`src/sv/anchored_adapter_trimmer_unit_defines.svh`:
```
// ---------------------------------------------------------------------------
// Assertion macros for the anchored adapter trimmer
// Concurrent checks on the rising clock edge, held off during reset.
// Simulation builds get the checks; synthesis builds get empty bodies.
// ---------------------------------------------------------------------------
`ifndef ANCHORED_ADAPTER_TRIMMER_UNIT_DEFINES_SVH
`define ANCHORED_ADAPTER_TRIMMER_UNIT_DEFINES_SVH

`ifndef SYNTHESIS
// Same-cycle implication
`define AAT_ASSERT_IMPLY(label, clk, rst, ante, cons, msg) \
  label: assert property (@(posedge clk) disable iff (rst) (ante) |-> (cons)) \
    else $error(msg);
// Next-cycle implication
`define AAT_ASSERT_NEXT(label, clk, rst, ante, cons, msg) \
  label: assert property (@(posedge clk) disable iff (rst) (ante) |=> (cons)) \
    else $error(msg);
`else
`define AAT_ASSERT_IMPLY(label, clk, rst, ante, cons, msg)
`define AAT_ASSERT_NEXT(label, clk, rst, ante, cons, msg)
`endif

`endif

```
`src/sv/aat_pkg.sv`:
```
// ---------------------------------------------------------------------------
// Anchored adapter trimmer package
// Sizes, register indexes and item types shared by the trimmer files.
// ---------------------------------------------------------------------------
package aat_pkg;

  // Sizing
  localparam int MAX_ADAPTER_LEN = 16;
  localparam int NUM_ADAPTERS    = 2;
  localparam int LENGTH_BITS     = 16;
  localparam int REG_BYTES       = 16;
  localparam int COUNT_BITS      = $clog2(MAX_ADAPTER_LEN + 1);
  localparam int ADP_VEC_BITS    =
    ((MAX_ADAPTER_LEN > REG_BYTES) ? MAX_ADAPTER_LEN : REG_BYTES) * 8;

  // Configuration port
  localparam int CFG_INDEX_BITS = 3;
  localparam int CFG_DATA_BITS  = 64;
  localparam int ALEN_BITS      = 5;
  localparam int MO_BITS        = 5;
  localparam int MM_BITS        = 4;

  typedef enum logic [CFG_INDEX_BITS-1:0] {
    REG_FIRST_LOW   = 3'd0,
    REG_FIRST_HIGH  = 3'd1,
    REG_SECOND_LOW  = 3'd2,
    REG_SECOND_HIGH = 3'd3,
    REG_FIRST_LEN   = 3'd4,
    REG_SECOND_LEN  = 3'd5,
    REG_MIN_OVERLAP = 3'd6,
    REG_MAX_MISMATCH = 3'd7
  } reg_index_t;

  // One read base
  typedef struct packed {
    logic [7:0] base;
    logic       last_base;
  } base_item_t;

  // One trim result
  typedef struct packed {
    logic [LENGTH_BITS-1:0] keep_length;
    logic                   trimmed;
    logic                   matched_adapter;
    logic [LENGTH_BITS-1:0] read_length;
    logic                   length_overflow;
    logic                   config_error;
  } result_item_t;

endpackage

```
`src/sv/aat_base_if.sv`:
```
// ---------------------------------------------------------------------------
// Base channel
// Valid/ready channel carrying one read base per item.
// ---------------------------------------------------------------------------
interface aat_base_if;
  logic                valid;
  logic                ready;
  aat_pkg::base_item_t item;

  modport source (output valid, output item, input ready);
  modport sink   (input valid, input item, output ready);
endinterface

```
`src/sv/aat_result_if.sv`:
```
// ---------------------------------------------------------------------------
// Result channel
// Valid/ready channel carrying one trim result per item.
// ---------------------------------------------------------------------------
interface aat_result_if;
  logic                  valid;
  logic                  ready;
  aat_pkg::result_item_t item;

  modport source (output valid, output item, input ready);
  modport sink   (input valid, input item, output ready);
endinterface

```
`src/sv/anchored_adapter_trimmer_unit.sv`:
```
// ---------------------------------------------------------------------------
// Anchored adapter trimmer
// Counts the bases of a read, keeps the newest bases in a window and, at the
// read end, searches both adapters for the earliest 3' overlap match.
//
//   channel  | dir | payload                                      | handshake
//   bases    | in  | base, last_base                              | valid/ready
//   results  | out | keep_length, trimmed, matched_adapter,       | valid/ready
//            |     | read_length, length_overflow, config_error   |
//   cfg      | in  | cfg_index, cfg_data                          | cfg_write
//
// A base that is not last shifts into the window. A last base starts the
// scan, after which the result register is loaded: the single mismatch-count
// unit tests one adapter at one overlap per cycle, longest overlap first,
// and stops at the first match.
// A config error or a length overflow skips the scan.
// The block takes no base while scanning or loading a result; a result left
// waiting in the output register does not stop bases of the next read.
// Synchronous reset clears control state and the base window.
// ---------------------------------------------------------------------------
`include "anchored_adapter_trimmer_unit_defines.svh"

module anchored_adapter_trimmer_unit (
  input  logic                                clk,
  input  logic                                rst,
  aat_base_if.sink                            bases,
  aat_result_if.source                        results,
  input  logic                                cfg_write,
  input  logic [aat_pkg::CFG_INDEX_BITS-1:0]  cfg_index,
  input  logic [aat_pkg::CFG_DATA_BITS-1:0]   cfg_data
);

  localparam int MAXL = aat_pkg::MAX_ADAPTER_LEN;
  localparam int LB   = aat_pkg::LENGTH_BITS;
  localparam int CB   = aat_pkg::COUNT_BITS;

  typedef enum logic [2:0] {
    S_IDLE = 3'b001,
    S_SCAN = 3'b010,
    S_DONE = 3'b100
  } state_t;

  // Adapter bytes, position 0 in the low byte; positions past the registers are zero
  function automatic logic [MAXL*8-1:0] adapter_vec(
    input logic [aat_pkg::CFG_DATA_BITS-1:0] lo,
    input logic [aat_pkg::CFG_DATA_BITS-1:0] hi
  );
    logic [aat_pkg::ADP_VEC_BITS-1:0] v;
    v = aat_pkg::ADP_VEC_BITS'({hi, lo});
    return v[MAXL*8-1:0];
  endfunction

  // Saturate a configured adapter length to the window depth
  function automatic logic [CB-1:0] sat_len(input logic [aat_pkg::ALEN_BITS-1:0] len);
    logic [LB-1:0] wide;
    wide = LB'(len);
    return (wide > LB'(MAXL)) ? CB'(MAXL) : CB'(len);
  endfunction

  // Configuration registers
  logic [aat_pkg::CFG_DATA_BITS-1:0] first_low, first_high, second_low, second_high;
  logic [aat_pkg::ALEN_BITS-1:0]     first_len, second_len;
  logic [aat_pkg::MO_BITS-1:0]       min_overlap;
  logic [aat_pkg::MM_BITS-1:0]       max_mismatches;

  always_ff @(posedge clk) begin
    if (rst) begin
      first_low      <= '0;
      first_high     <= '0;
      second_low     <= '0;
      second_high    <= '0;
      first_len      <= '0;
      second_len     <= '0;
      min_overlap    <= aat_pkg::MO_BITS'(3);
      max_mismatches <= '0;
    end else if (cfg_write) begin
      case (aat_pkg::reg_index_t'(cfg_index))
        aat_pkg::REG_FIRST_LOW:    first_low      <= cfg_data;
        aat_pkg::REG_FIRST_HIGH:   first_high     <= cfg_data;
        aat_pkg::REG_SECOND_LOW:   second_low     <= cfg_data;
        aat_pkg::REG_SECOND_HIGH:  second_high    <= cfg_data;
        aat_pkg::REG_FIRST_LEN:    first_len      <= cfg_data[aat_pkg::ALEN_BITS-1:0];
        aat_pkg::REG_SECOND_LEN:   second_len     <= cfg_data[aat_pkg::ALEN_BITS-1:0];
        aat_pkg::REG_MIN_OVERLAP:  min_overlap    <= cfg_data[aat_pkg::MO_BITS-1:0];
        aat_pkg::REG_MAX_MISMATCH: max_mismatches <= cfg_data[aat_pkg::MM_BITS-1:0];
        default: ;
      endcase
    end
  end

  // Derived settings
  logic [aat_pkg::MO_BITS-1:0] mo_eff;
  logic                        cfg_err_now;
  logic [MAXL*8-1:0]           adp0_vec, adp1_vec;
  logic [CB-1:0]               alen0, alen1;

  assign mo_eff      = (min_overlap == '0) ? aat_pkg::MO_BITS'(1) : min_overlap;
  assign cfg_err_now = aat_pkg::MO_BITS'(max_mismatches) >= mo_eff;
  assign adp0_vec    = adapter_vec(first_low, first_high);
  assign adp1_vec    = adapter_vec(second_low, second_high);
  assign alen0       = sat_len(first_len);
  assign alen1       = sat_len(second_len);

  // Control and scan registers
  state_t            state;
  logic [7:0]        win [MAXL];      // index 0 = newest base
  logic [7:0]        aligned [MAXL];  // aligned[k] faces adapter byte k
  logic [LB-1:0]     length_count, count_next;
  logic              count_overflowed, ovf_next;
  logic [LB-1:0]     read_len, keep;
  logic              ovf_lat, cfg_err_lat, found, which;
  logic [CB-1:0]     ov;
  logic              adp;
  logic              res_valid;
  aat_pkg::result_item_t res_item;

  logic base_acc, last_acc, load_res;

  assign base_acc = bases.valid && bases.ready;
  assign last_acc = base_acc && bases.item.last_base;
  assign load_res = (state == S_DONE) && (!res_valid || results.ready);

  assign bases.ready   = (state == S_IDLE);
  assign results.valid = res_valid;
  assign results.item  = res_item;

  // Saturating length count
  always_comb begin
    if (length_count == '1) begin
      count_next = length_count;
      ovf_next   = 1'b1;
    end else begin
      count_next = length_count + LB'(1);
      ovf_next   = count_overflowed;
    end
  end

  // Shared mismatch-count unit: one adapter at one overlap
  logic [MAXL*8-1:0] sel_vec;
  logic [CB-1:0]     sel_alen, mis;
  logic              cand_ok, hit, last_adp, scan_end;

  assign sel_vec  = adp ? adp1_vec : adp0_vec;
  assign sel_alen = adp ? alen1 : alen0;

  always_comb begin
    mis = '0;
    for (int k = 0; k < MAXL; k++) begin
      if ((CB'(k) < ov) && (aligned[k] != sel_vec[k*8 +: 8])) begin
        mis = mis + CB'(1);
      end
    end
  end

  assign cand_ok  = (LB'(ov) >= LB'(mo_eff)) && (LB'(ov) <= read_len) && (ov <= sel_alen);
  assign hit      = cand_ok && (LB'(mis) <= LB'(max_mismatches));
  assign last_adp = (adp == 1'(aat_pkg::NUM_ADAPTERS - 1));
  assign scan_end = last_adp && (LB'(ov) <= LB'(mo_eff));

  // Base window and length count
  always_ff @(posedge clk) begin
    if (rst) begin
      for (int j = 0; j < MAXL; j++) win[j] <= '0;
      length_count     <= '0;
      count_overflowed <= 1'b0;
    end else if (base_acc) begin
      if (bases.item.last_base) begin
        for (int j = 0; j < MAXL; j++) win[j] <= '0;
        length_count     <= '0;
        count_overflowed <= 1'b0;
      end else begin
        win[0] <= bases.item.base;
        for (int j = 1; j < MAXL; j++) win[j] <= win[j-1];
        length_count     <= count_next;
        count_overflowed <= ovf_next;
      end
    end
  end

  // Sequencer
  always_ff @(posedge clk) begin
    if (rst) begin
      state <= S_IDLE;
    end else begin
      case (state)
        S_IDLE: begin
          if (last_acc) begin
            state <= (cfg_err_now || ovf_next) ? S_DONE : S_SCAN;
          end
        end
        S_SCAN: begin
          if (hit || scan_end) state <= S_DONE;
        end
        S_DONE: begin
          if (load_res) state <= S_IDLE;
        end
        default: state <= S_IDLE;
      endcase
    end
  end

  // Scan datapath
  always_ff @(posedge clk) begin
    if (last_acc) begin
      // Window after this base, reversed so that the longest overlap lines up
      aligned[MAXL-1] <= bases.item.base;
      for (int k = 0; k < MAXL-1; k++) aligned[k] <= win[MAXL-2-k];
      read_len    <= count_next;
      keep        <= count_next;
      ovf_lat     <= ovf_next;
      cfg_err_lat <= cfg_err_now;
      found       <= 1'b0;
      which       <= 1'b0;
      ov          <= CB'(MAXL);
      adp         <= 1'b0;
    end else if (state == S_SCAN) begin
      if (hit) begin
        found <= 1'b1;
        which <= adp;
        keep  <= read_len - LB'(ov);
      end else if (last_adp) begin
        // Next shorter overlap: slide the window by one base
        ov  <= ov - CB'(1);
        adp <= 1'b0;
        for (int k = 0; k < MAXL-1; k++) aligned[k] <= aligned[k+1];
        aligned[MAXL-1] <= '0;
      end else begin
        adp <= ~adp;
      end
    end
  end

  // Output register
  always_ff @(posedge clk) begin
    if (rst) begin
      res_valid <= 1'b0;
    end else if (load_res) begin
      res_valid <= 1'b1;
    end else if (results.ready) begin
      res_valid <= 1'b0;
    end
  end

  always_ff @(posedge clk) begin
    if (load_res) begin
      res_item.keep_length     <= keep;
      res_item.trimmed         <= found;
      res_item.matched_adapter <= which;
      res_item.read_length     <= read_len;
      res_item.length_overflow <= ovf_lat;
      res_item.config_error    <= cfg_err_lat;
    end
  end

  // Checks
  `AAT_ASSERT_NEXT(a_last_starts_scan, clk, rst, last_acc, state == S_SCAN || state == S_DONE, "last base did not start the search")
  `AAT_ASSERT_IMPLY(a_scan_overlap_nonzero, clk, rst, state == S_SCAN, ov != '0, "scan reached zero overlap")
  `AAT_ASSERT_IMPLY(a_trim_shortens, clk, rst, res_valid && res_item.trimmed, res_item.keep_length < res_item.read_length, "trim did not shorten the read")
  `AAT_ASSERT_IMPLY(a_trim_clean, clk, rst, res_valid && res_item.trimmed, !res_item.config_error && !res_item.length_overflow, "trim despite error flag")
  `AAT_ASSERT_IMPLY(a_untrimmed_whole, clk, rst, res_valid && !res_item.trimmed, res_item.keep_length == res_item.read_length && !res_item.matched_adapter, "untrimmed read not kept whole")

endmodule
```
`src/flat_wrapper.sv`:
```
// flat-port wrapper written by rule: the top's interface ports become plain ports
module anchored_adapter_trimmer_unit_flat 
  (clk, rst, cfg_write, cfg_index, cfg_data, bases_valid, bases_item, bases_ready, results_valid, results_item, results_ready);
  aat_base_if bases_i ();
  aat_result_if results_i ();
  input  logic clk;
  input  logic rst;
  input  logic cfg_write;
  input  logic [aat_pkg::CFG_INDEX_BITS-1:0] cfg_index;
  input  logic [aat_pkg::CFG_DATA_BITS-1:0] cfg_data;
  input wire logic [$bits(bases_i.valid)-1:0] bases_valid;
  input wire logic [$bits(bases_i.item)-1:0] bases_item;
  output wire logic [$bits(bases_i.ready)-1:0] bases_ready;
  output wire logic [$bits(results_i.valid)-1:0] results_valid;
  output wire logic [$bits(results_i.item)-1:0] results_item;
  input wire logic [$bits(results_i.ready)-1:0] results_ready;
  assign bases_i.valid = bases_valid;
  assign bases_i.item = bases_item;
  assign bases_ready = bases_i.ready;
  assign results_valid = results_i.valid;
  assign results_item = results_i.item;
  assign results_i.ready = results_ready;
  anchored_adapter_trimmer_unit u_core (.clk(clk), .rst(rst), .bases(bases_i), .results(results_i), .cfg_write(cfg_write), .cfg_index(cfg_index), .cfg_data(cfg_data));
endmodule
```
`config.mk`:
```
export PLATFORM = sky130hd
export DESIGN_NAME = anchored_adapter_trimmer_unit_flat
export DESIGN_NICKNAME = d
export VERILOG_FILES = /design/src/sv/aat_pkg.sv /design/src/sv/aat_base_if.sv /design/src/sv/aat_result_if.sv /design/src/sv/anchored_adapter_trimmer_unit.sv /design/src/flat_wrapper.sv
export VERILOG_INCLUDE_DIRS = /design/src /design/src/sv
export SDC_FILE = /design/constraint.sdc
export NUM_CORES = 1
export LEC_CHECK = 0
export BUFFER_PORTS_ARGS = -buffer_cell sky130_fd_sc_hd__buf_2
export CAP_MARGIN = 0
export CORE_AREA = 2 2 221 267
export DETAILED_ROUTE_END_ITERATION = 7
export DIE_AREA = 0 0 223 269
export PLACE_DENSITY = 0.66
export SETUP_SLACK_MARGIN = 0.4
export SYNTH_ARGS = -nofsm -noshare
export SYNTH_HDL_FRONTEND = slang
export SYNTH_SLANG_ARGS = --single-unit
```
`constraint.sdc`:
```
create_clock -name clk -period 19.49 [get_ports clk]
set_input_delay 0.9745 -clock clk [delete_from_list [all_inputs] [get_ports clk]]
set_output_delay 0.9745 -clock clk [all_outputs]
set_load 0.02 [all_outputs]
```
; Word-level counts from Yosys, hierarchy flattened
; Memory sizes are Yosys's and may differ from the RTL's.
; Cells that the tools add are included.
[op_classes]
magnitude_cmp = 24
n_reduce_logical = 45
bitwise = 50
n_addsub = 18
n_eq_ne = 30
muxes = 101
[ops]
columns = cell, n
row1 = 8-bit 2-to-1 mux, 48
row2 = 128-bit 2-to-1 mux, 1
row3 = 8-bit != test, 16
row4 = 5-bit 2-to-1 mux, 19
row5 = 16-bit 2-to-1 mux, 5
row6 = 5-bit by 1-bit adder with 5-bit output (second input constant), 14
row7 = 1-bit bitwise OR, 48
row8 = 4-bit by 5-bit less-than comparator with 1-bit output (first input constant), 8
row9 = 1-bit logical AND, 23
row10 = 1-bit 2-to-1 mux, 23
row11 = 2-bit AND reduction, 11
row12 = 3-bit by 5-bit less-than comparator with 1-bit output (first input constant), 4
row13 = 16-bit by 1-bit adder with 16-bit output (second input constant), 1
row14 = 16-bit equality test (second input constant), 1
row15 = 5-bit by 16-bit <= comparator with 1-bit output, 1
row16 = 16-bit by 5-bit subtractor with 16-bit output, 1
row17 = 3-bit equality test (second input constant), 5
row18 = 3-bit 2-to-1 mux, 4
row19 = 5-bit > comparator (second input constant), 2
row20 = 5-bit <= comparator, 2
row21 = 1-bit by 5-bit less-than comparator with 1-bit output (first input constant), 2
row22 = 2-bit by 5-bit less-than comparator with 1-bit output (first input constant), 2
row23 = 3-bit by 2-bit equality test with 1-bit output (second input constant), 3
row24 = 3-bit case mux with 3 select lines, 1
row25 = 15 further kinds, 23
[totals]
reg_bits = 374
inputBits = 81
memories = 2
ramBits = 256
out_inout_bits = 38
wordCells = 296
[mem_list]
columns = name, depth, word_bits, rd, rd_ports_with_merged_regs, wr, line
row1 = u_core.aligned, 16, 8, 16, 0, 16, anchored_adapter_trimmer_unit.sv:107  ; logic [7:0] aligned [MAXL];
row2 = u_core.win, 16, 8, 15, 0, 16, anchored_adapter_trimmer_unit.sv:106  ; logic [7:0] win [MAXL];

; Longest topological paths before layout
; Gate-level depths: netlist (run 1).
[logic_depth]
ltp_word = 41
mapped_depth = 69
ltp_nobuf = 59

; Least setup slack after synthesis (run 1)
; No wires, ideal clock.
[synth_timing]
path_type = flip-flop to flip-flop
from = reg u_core.adp
to = mem u_core.aligned[0][0] (enable)
synth_period_minus_slack_ns = 16.388
path_stages_with_launch = 68
setup_ns = 1.118
path_slack_ns = 3.102
arrival_ns = 15.269
t_required_ns = 18.372
path_buffers = 11
path_cell_list = dfxtp_1 buf_6 buf_8 buf_8 buf_6 buf_2 buf_1 buf_2 buf_1 buf_2 mux2i_1 xnor2_1 nor4_1 a22oi_1 ha_1 clkbuf_2 xnor2_1 ha_1 [... 32 more ...] ha_1 mux2i_1 inv_1 ha_1 nand2_1 o21ai_0 ha_1 nor2b_1 o21ai_0 nand2b_1 a21oi_1 a41oi_1 a2111oi_0 o221ai_1 mux2_4 nand3_4 buf_2 nand2_1
[synth_rtl]
columns = element, line
row1 = start: declaration, anchored_adapter_trimmer_unit.sv:113  ; logic adp;
row2 = start signal: assignment, anchored_adapter_trimmer_unit.sv:228  ; adp <= ~adp;
row3 = end: declaration, anchored_adapter_trimmer_unit.sv:107

==> results of run 1 <==
logic make-up (layout without fill, tap and decap cells):
logic type,count (synthesis),count (layout),synth area share [%]
adders and majority gates,42,42,1.87
DFF,622,622,54.6
and+or+nand+nor,1270,1270,19.5
buffers and inverters,202,294,2.99
AOI/OAI and AO/OA,418,418,8.07
other,0,2,0
muxes,183,183,6.63
xor gates and xnor gates,196,196,6.43
layout make-up:
type / count / area [sq um]
diodes: 2 / 5.00
flip-flops and latches: 622 / 15600
inverters: 45 / 171
repair buffers: 134 / 732
fillers: 5024 / 26000
clock inverters: 28 / 339
clock buffers: 87 / 1760
well taps: 742 / 928
multi-input cells: 2109 / 12200
final timing paths:
check,startpoint,end,cells after the start
max,u_core.adp,u_core.aligned[0][7],60
min,u_core.keep[5],u_core.results.item[25],0
max reg2reg,u_core.adp,u_core.aligned[0][7],60
min reg2reg,u_core.keep[5],u_core.results.item[25],0
synth_stat cells, types with 4 or more instances:
| master | n | area, sq um |
|---|---|---|
| sky130_fd_sc_hd__o21ai_0 | 44 | 220 |
| sky130_fd_sc_hd__o21a_1 | 5 | 37.5 |
| sky130_fd_sc_hd__mux2i_1 | 164 | 1640 |
| sky130_fd_sc_hd__a22oi_1 | 7 | 52.6 |
| sky130_fd_sc_hd__nand2_1 | 906 | 3400 |
| sky130_fd_sc_hd__and2_1 | 131 | 820 |
| sky130_fd_sc_hd__nand4_1 | 6 | 37.5 |
| sky130_fd_sc_hd__xnor2_1 | 163 | 1430 |
| sky130_fd_sc_hd__a21o_1 | 4 | 30.0 |
| sky130_fd_sc_hd__nor3b_1 | 6 | 45.0 |
| sky130_fd_sc_hd__a21oi_1 | 310 | 1550 |
| sky130_fd_sc_hd__nor3_1 | 13 | 65.1 |
| sky130_fd_sc_hd__nor4_1 | 31 | 194 |
| sky130_fd_sc_hd__buf_2 | 7 | 35.0 |
| sky130_fd_sc_hd__nor2b_1 | 12 | 75.1 |
| sky130_fd_sc_hd__xnor2_2 | 7 | 114 |
| sky130_fd_sc_hd__nand3b_1 | 4 | 30.0 |
| sky130_fd_sc_hd__nand2b_1 | 17 | 106 |
| sky130_fd_sc_hd__mux2_2 | 9 | 101 |
| sky130_fd_sc_hd__mux2_4 | 9 | 135 |
| sky130_fd_sc_hd__dfxtp_1 | 312 | 6250 |
| sky130_fd_sc_hd__ha_1 | 41 | 513 |
| sky130_fd_sc_hd__or3_1 | 7 | 43.8 |
| sky130_fd_sc_hd__a31oi_1 | 8 | 50.1 |
| sky130_fd_sc_hd__buf_1 | 12 | 45.0 |
| sky130_fd_sc_hd__and3_1 | 19 | 119 |
| sky130_fd_sc_hd__xor2_1 | 22 | 193 |
| sky130_fd_sc_hd__buf_6 | 4 | 45.0 |
| sky130_fd_sc_hd__nor2_1 | 80 | 300 |
| sky130_fd_sc_hd__edfxtp_1 | 310 | 9310 |
| sky130_fd_sc_hd__inv_1 | 42 | 158 |
| sky130_fd_sc_hd__clkbuf_1 | 128 | 480 |
| sky130_fd_sc_hd__nand3_1 | 17 | 85.1 |
metal layers:
layer	part of all wire [%]	up-vias	GRT usage (%)
li1	-	9975	-
met1	40	10100	30.6
met2	51	581	44.0
met3	5.1	146	3.47
met4	3.7	0	9.80
met5	0	-	0
report_power, final:
group / switching, mW / total, mW / internal [mW]
clock: 0.518 / 1.23 / 0.709
sequential: 0.0403 / 1.47 / 1.43
combinational: 0.362 / 0.631 / 0.269
worst max-delay path, delay by kind of cell (launching register included):
family	cells	cell delay, ps
compound gates	15	3030
xor+xnor	2	320
fa+ha+maj	15	4510
buf+inv	7	1570
flops	1	870
mux	9	2280
simple gates	12	2230
state kept, by name, indices dropped and copies added (netlist names):
register / count
u_core.found: 1
u_core.second_high: 64
u_core.state: 3
u_core.first_high: 64
u_core.read_len: 16
u_core.first_low: 64
u_core.ov: 5
u_core.results.item: 36
u_core.adp: 1
u_core.length_count: 16
u_core.cfg_err_lat: 1
u_core.first_len: 5
u_core.count_overflowed: 1
u_core.second_low: 64
u_core.ovf_lat: 1
u_core.min_overlap: 5
u_core.second_len: 5
u_core.results.valid: 1
u_core.max_mismatches: 4
u_core.keep: 16
u_core.which: 1
u_core.aligned: 128
u_core.win: 120
through the flow:
stage | instance area, sq um | setup slack, ps
2_1_floorplan | 28500 | 3100
3_3_place_gp | 29600 | 4750
3_5_place_dp | 29600 | 4250
4_1_cts | 31600 | 4150
5_1_grt | 31700 | 2820
6_report | 31700 | 3960
==> summary.txt, run 1 <==
OUTCOME
---------------------------------------------------------------------------------
Result of the run .................................................. complete, no violations

LAYOUT
---------------------------------------------------------------------------------
Area growth from synthesis to final layout .........................        11.0%
Commonest non-fill, non-tap cell in the layout ..................... sky130_fd_sc_hd__nand2_1
Layout cell share with drive strength beyond 1 .....................        9.59%
Post-route insts no fill ...........................................         3769
Util after Layout ..................................................        54.9%
Highest-count cells in the layout ignoring fill and taps ........... sky130_fd_sc_hd__nand2_1 (902), sky130_fd_sc_hd__dfxtp_1 (311), sky130_fd_sc_hd__a21oi_1 (310), sky130_fd_sc_hd__edfxtp_1 (310), sky130_fd_sc_hd__mux2i_1 (164)
Net total in the final layout ......................................         3096

STA
---------------------------------------------------------------------------------
Final sum of negative setup slack ..................................         0 ps
RSZ-0062 raised after global routing ...............................           no
Hold Slack .........................................................       419 ps
Final number of max-transition violations ..........................            0
Final critical path time including I/O delays and setup ............     15530 ps
Clock Skew .........................................................      24.0 ps
Worst rel slew slack ...............................................        15.4%
Setup-failing EPs final ............................................            0
Worst Tran Pin Value ...............................................      1260 ps
Number of hold-slack violations in the final timing report .........            0
Upper clock frequency limit ........................................     64.4 MHz
Share of the clock period used by the worst path after layout ......        79.7%

ROUTING
---------------------------------------------------------------------------------
Router iterations before antenna repair ............................            6
Average wire per cell in the routed design .........................      19.9 um
Aggregate routed wire length .......................................     75200 um
Via Count ..........................................................        20800
DRC errors left ....................................................            0
Initial DRC count ..................................................         1572
Number of antenna-violating nets in the routed design ..............            0
Post-DR vias/cell ..................................................         5.52

CRITICAL PATH
---------------------------------------------------------------------------------
Crit Path Class ....................................................      reg2reg
WP data arrival ....................................................     15760 ps
CP max stage delay .................................................       870 ps
Worst reg-to-reg setup slack .......................................      3960 ps
Most frequent CP cell .............................................. sky130_fd_sc_hd__ha_1
Req. time, crit path ...............................................     19720 ps
Highest net fanout along the worst path ............................           77
CP max stage cell .................................................. sky130_fd_sc_hd__dfxtp_4
Type of destination of the critical path ...........................    flip-flop
Critical path launch point type ....................................    flip-flop

GLOBAL ROUTE
---------------------------------------------------------------------------------
Via count of the first global-routing pass .........................        20200
First-pass GRT wire length .........................................    116000 um
Total routing usage reported by global routing .....................        24.8%
Maximum number of pins on one net before global-route repair .......          114
Antenna violations before repair ...................................            2
Congestion Overflow GR .............................................            0

SYNTH
---------------------------------------------------------------------------------
Sequential element share of the synthesized area ...................        54.6%
Nets in the synthesized netlist ....................................         3056
Mapped Avg Cell Area ...............................................   9.72 sq um
Gate Count Post-Synth ..............................................         2933
Number of enable flip-flop cells after synthesis ...................          310
Top_reg_cell synth ................................................. sky130_fd_sc_hd__dfxtp_1
Register bit count reported by yosys ...............................          622
Warnings, synthesis ................................................            0
Post-synthesis async set-or-reset flop share .......................           0%
Post-synthesis instance area ....................................... 0.0285 sq mm
Count of cell types in the netlist .................................           79

CLOCK NETWORK
---------------------------------------------------------------------------------
Count of clock tree sinks ..........................................          622
Cell chosen for the clock root ..................................... sky130_fd_sc_hd__clkbuf_16
Insertion delay of the later-clocked pin in the worst-skew pair ....       650 ps
Post-CTS Repair Setup Buffers ......................................            0
TritonCTS clock tree ...............................................          yes
Clock slew seen by the registers of the worst setup and hold paths .        60 ps
Number of instances resized during post-cts repair .................            0
Number of buffers on the longest clock path ........................            3
H-tree depth .......................................................            2
Cts hold-fix bufs ..................................................            0
Inserted Clock Buffers .............................................           61

DIE
---------------------------------------------------------------------------------
Initial cell density of the core ...................................        49.4%
Number of core rows ................................................           97
Die Y ..............................................................       269 um
Width of the die ...................................................       223 um
Top-level port count ...............................................          119
Die Area ........................................................... 0.0600 sq mm
Core Box Area ...................................................... 0.0576 sq mm

POWER
---------------------------------------------------------------------------------
P per Cell Area ....................................................  105 mW/mm^2
Peak VDD IR ........................................................      81.5 uV
Total design power .................................................      3.33 mW
Leakage Power ......................................................      11.6 nW

PLACE
---------------------------------------------------------------------------------
Final weighted congestion of routability-driven global placement ...        0.898
Cells after DPL ....................................................         3652
DP HPWL ............................................................     50100 um
Count of buffers inserted at the top-level ports ...................          118

HOLD PATH
---------------------------------------------------------------------------------
Worst hold-check path type .........................................      reg2reg

RUN
---------------------------------------------------------------------------------
Max-cap viol count .................................................            0

(Power assumes the default switching activity.)
==> run 2, diff against run 1 <==
PLACE_DENSITY = 0.69   (was 0.66)
clock period = 13.3 ns   (was 19.49 ns; I/O delays follow)
==> summary.txt, run 2 (synthesis results as in run 1) <==
OUTCOME
---------------------------------------------------------------------------------
Result of the run .................................................. complete, no violations   unchanged

LAYOUT
---------------------------------------------------------------------------------
Post-route insts no fill ...........................................         3803   was 3769
Largest registers .................................................. u_core.aligned: 128 flops, u_core.win: 120 flops   unchanged
Commonest non-fill, non-tap cell in the layout ..................... sky130_fd_sc_hd__nand2_1   unchanged
Layout cell share with drive strength beyond 1 .....................        11.7%   was 9.59%
Biggest register ................................................... u_core.aligned   unchanged
Number of flip-flops under the largest register name ...............          128   unchanged
ANT cells ..........................................................            0   was 2
Util after Layout ..................................................        56.0%   was 54.9%
Net total in the final layout ......................................         3134   was 3096
Area growth from synthesis to final layout .........................        13.2%   was 11.0%
Highest-count cells in the layout ignoring fill and taps ........... sky130_fd_sc_hd__nand2_1 (902), sky130_fd_sc_hd__dfxtp_1 (311), sky130_fd_sc_hd__edfxtp_1 (310)   was sky130_fd_sc_hd__nand2_1 (902), sky130_fd_sc_hd__dfxtp_1 (311), sky130_fd_sc_hd__a21oi_1 (310), sky130_fd_sc_hd__edfxtp_1 (310), sky130_fd_sc_hd__mux2i_1 (164)

ROUTING
---------------------------------------------------------------------------------
Aggregate routed wire length .......................................     75800 um   was 75200 um
Post-DR vias/cell ..................................................         5.59   was 5.52
Number of antenna-violating nets in the routed design ..............            0   unchanged
Router iterations before antenna repair ............................            8   was 6
Via Count ..........................................................        21200   was 20800
Initial DRC count ..................................................         1873   was 1572
DRC errors left ....................................................            0   unchanged
Average wire per cell in the routed design .........................      19.9 um   about the same

STA
---------------------------------------------------------------------------------
Final number of max-transition violations ..........................            0   unchanged
Worst rel slew slack ...............................................        7.02%   was 15.4%
Share of the clock period used by the worst path after layout ......        91.8%   was 79.7%
Worst Tran Pin Value ...............................................      1390 ps   was 1260 ps
Final worst-path setup slack .......................................      1090 ps   was 3960 ps
Setup-failing EPs final ............................................            0   unchanged
Number of hold-slack violations in the final timing report .........            0   unchanged
Upper clock frequency limit ........................................     81.9 MHz   was 64.4 MHz
Final critical path time including I/O delays and setup ............     12210 ps   was 15530 ps
Final sum of negative setup slack ..................................         0 ps   unchanged
RSZ-0062 raised after global routing ...............................           no   unchanged
Clock Skew .........................................................      49.9 ps   was 24.0 ps

GLOBAL ROUTE
---------------------------------------------------------------------------------
Via count of the first global-routing pass .........................        20700   was 20200
Global-route met3 utilization ......................................        3.18%   was 3.47%
Congestion Overflow GR .............................................            0   unchanged
Maximum number of pins on one net before global-route repair .......          113   was 114
Met1 routing resource usage after global routing ...................        29.9%   was 30.6%
Grt met2 use .......................................................        44.4%   was 44.0%
Antenna violations before repair ...................................            0   was 2
Total routing usage reported by global routing .....................        24.8%   about the same
Peak-usage layer in the global routing report ......................         met2   unchanged
First-pass GRT wire length .........................................    116000 um   about the same

CRITICAL PATH
---------------------------------------------------------------------------------
Destination of the worst register-to-register timing path .......... u_core.aligned[9][1]   was u_core.aligned[0][7]
Launching instance or port of the critical path ....................   u_core.adp   unchanged
Register-to-Register Path Depth ....................................           60   unchanged
FF-to-FF Start .....................................................   u_core.adp   unchanged
Type of destination of the critical path ...........................    flip-flop   unchanged
WP data arrival ....................................................     12580 ps   was 15760 ps
CP max stage cell .................................................. sky130_fd_sc_hd__dfxtp_4   unchanged
Highest net fanout along the worst path ............................            8   was 77
Crit Path Class ....................................................      reg2reg   unchanged
CP max stage delay .................................................       410 ps   was 870 ps
Req. time, crit path ...............................................     13670 ps   was 19720 ps
Most frequent CP cell .............................................. sky130_fd_sc_hd__ha_1   unchanged
Worst reg-to-reg setup slack .......................................      1090 ps   was 3960 ps
Critical path launch point type ....................................    flip-flop   unchanged

HOLD PATH
---------------------------------------------------------------------------------
Hold Path Depth ....................................................            3   was 0
Worst hold-check path type .........................................       in2reg   was reg2reg
Startpoint of the most critical hold path .......................... cfg_data[45]   was u_core.keep[5]
Capture endpoint of the worst hold path ............................ u_core.first_high[45]   was u_core.results.item[25]

DIE
---------------------------------------------------------------------------------
Initial cell density of the core ...................................        49.4%   unchanged
Core Box Area ...................................................... 0.0576 sq mm   unchanged
Die Area ........................................................... 0.0600 sq mm   unchanged
Width of the die ...................................................       223 um   unchanged
Die Y ..............................................................       269 um   unchanged
Number of core rows ................................................           97   unchanged
Top-level port count ...............................................          119   unchanged

POWER
---------------------------------------------------------------------------------
Total design power .................................................      4.94 mW   was 3.33 mW
P per Cell Area ....................................................  153 mW/mm^2   was 105 mW/mm^2
Leakage Power ......................................................      11.8 nW   was 11.6 nW
Peak VDD IR ........................................................       145 uV   was 81.5 uV

CLOCK NETWORK
---------------------------------------------------------------------------------
H-tree depth .......................................................            2   unchanged
TritonCTS clock tree ...............................................          yes   unchanged
Cts hold-fix bufs ..................................................            0   unchanged
Cell chosen for the clock root ..................................... sky130_fd_sc_hd__clkbuf_16   unchanged
Insertion delay of the later-clocked pin in the worst-skew pair ....       650 ps   about the same
Inserted Clock Buffers .............................................           58   was 61
Number of buffers on the longest clock path ........................            3   unchanged
Clock slew seen by the registers of the worst setup and hold paths .        70 ps   was 60 ps
Count of clock tree sinks ..........................................          622   unchanged

PLACE
---------------------------------------------------------------------------------
Cells after DPL ....................................................         3667   was 3652
DP HPWL ............................................................     50600 um   was 50100 um
Final weighted congestion of routability-driven global placement ...        0.919   was 0.898
Count of buffers inserted at the top-level ports ...................          118   unchanged
Placement-stage worst setup slack ..................................      99.6 ps   was 4250 ps

RUN
---------------------------------------------------------------------------------
Max-cap viol count .................................................            0   unchanged

## run 2: cell count changes in the layout (fill, tap and decap cells not counted), moves of 3 or more
cell and change:
sky130_fd_sc_hd__mux2i_1 -8, sky130_fd_sc_hd__clkinv_1 -8, sky130_fd_sc_hd__mux2i_2 +6, sky130_fd_sc_hd__o21ai_0 -3, sky130_fd_sc_hd__buf_4 +26, sky130_fd_sc_hd__clkinvlp_2 +3, sky130_fd_sc_hd__buf_6 +3, sky130_fd_sc_hd__clkbuf_1 -4
sky130_fd_sc_hd__buf_8 +4
## run 2: worst max-delay path by stage
stage | endpoint | cells past startpoint
2_1_floorplan | u_core.aligned[0][0] | 67
3_3_place_gp | u_core.aligned[14][7] | 58
3_5_place_dp | u_core.aligned[14][7] | 57
4_1_cts | u_core.aligned[0][0] | 58
5_1_grt | u_core.aligned[14][7] | 60
6_report | u_core.aligned[9][1] | 60
## run 2: through the flow
stage / cell area (sq um) / hold WS, ps
finish: 32300 / 287
floorplan: 28600 / 400
CTS: 31900 / 263
global placement: 29700 / 404
detailed placement: 29700 / 405
global route: 32300 / 276
## run 2: timing repair
item | CTS | global route
pin swaps | 0 | 11
setup endpoints to repair | 126 | 178
cloned | 1 | 6
setup buffers | 7 | 12
gates resized for setup | 1 | 35
## run 2: cell type report
type,instances,area [sq um]
Fill cell,4833,25400
Sequential cell,622,15600
Multi-Input combinational cell,2110,12300
Clock buffer,83,1700
Timing Repair Buffer,174,1200
Tap cell,742,928
Clock inverter,27,383
Inverter,45,171
## run 2: critical path, delay by kind of cell (launching register included)
kind	cells	cell delay, ps
compound gates	15	2210
fa+ha+maj	15	4510
flops	1	410
simple gates	11	1420
xor+xnor	2	220
mux	10	2420
buf+inv	7	770
## run 2: power by group
part           total [mW]  switching [mW]  leakage, nW  internal [mW]
clock                1.78           0.750         1.01           1.03
sequential           2.15          0.0536         5.59           2.10
combinational        1.01           0.566         5.24          0.441
total                4.94            1.37         11.8           3.57
## run 2: layer usage
| metal | routed length (um) | up-vias | part of all wire [%] |
|---|---|---|---|
| met5 | 0 | - | 0 |
| met4 | 3550 | 0 | 4.7 |
| met3 | 4110 | 167 | 5.4 |
| met2 | 38400 | 691 | 51 |
| met1 | 29700 | 10300 | 39 |
| li1 | - | 10100 | - |
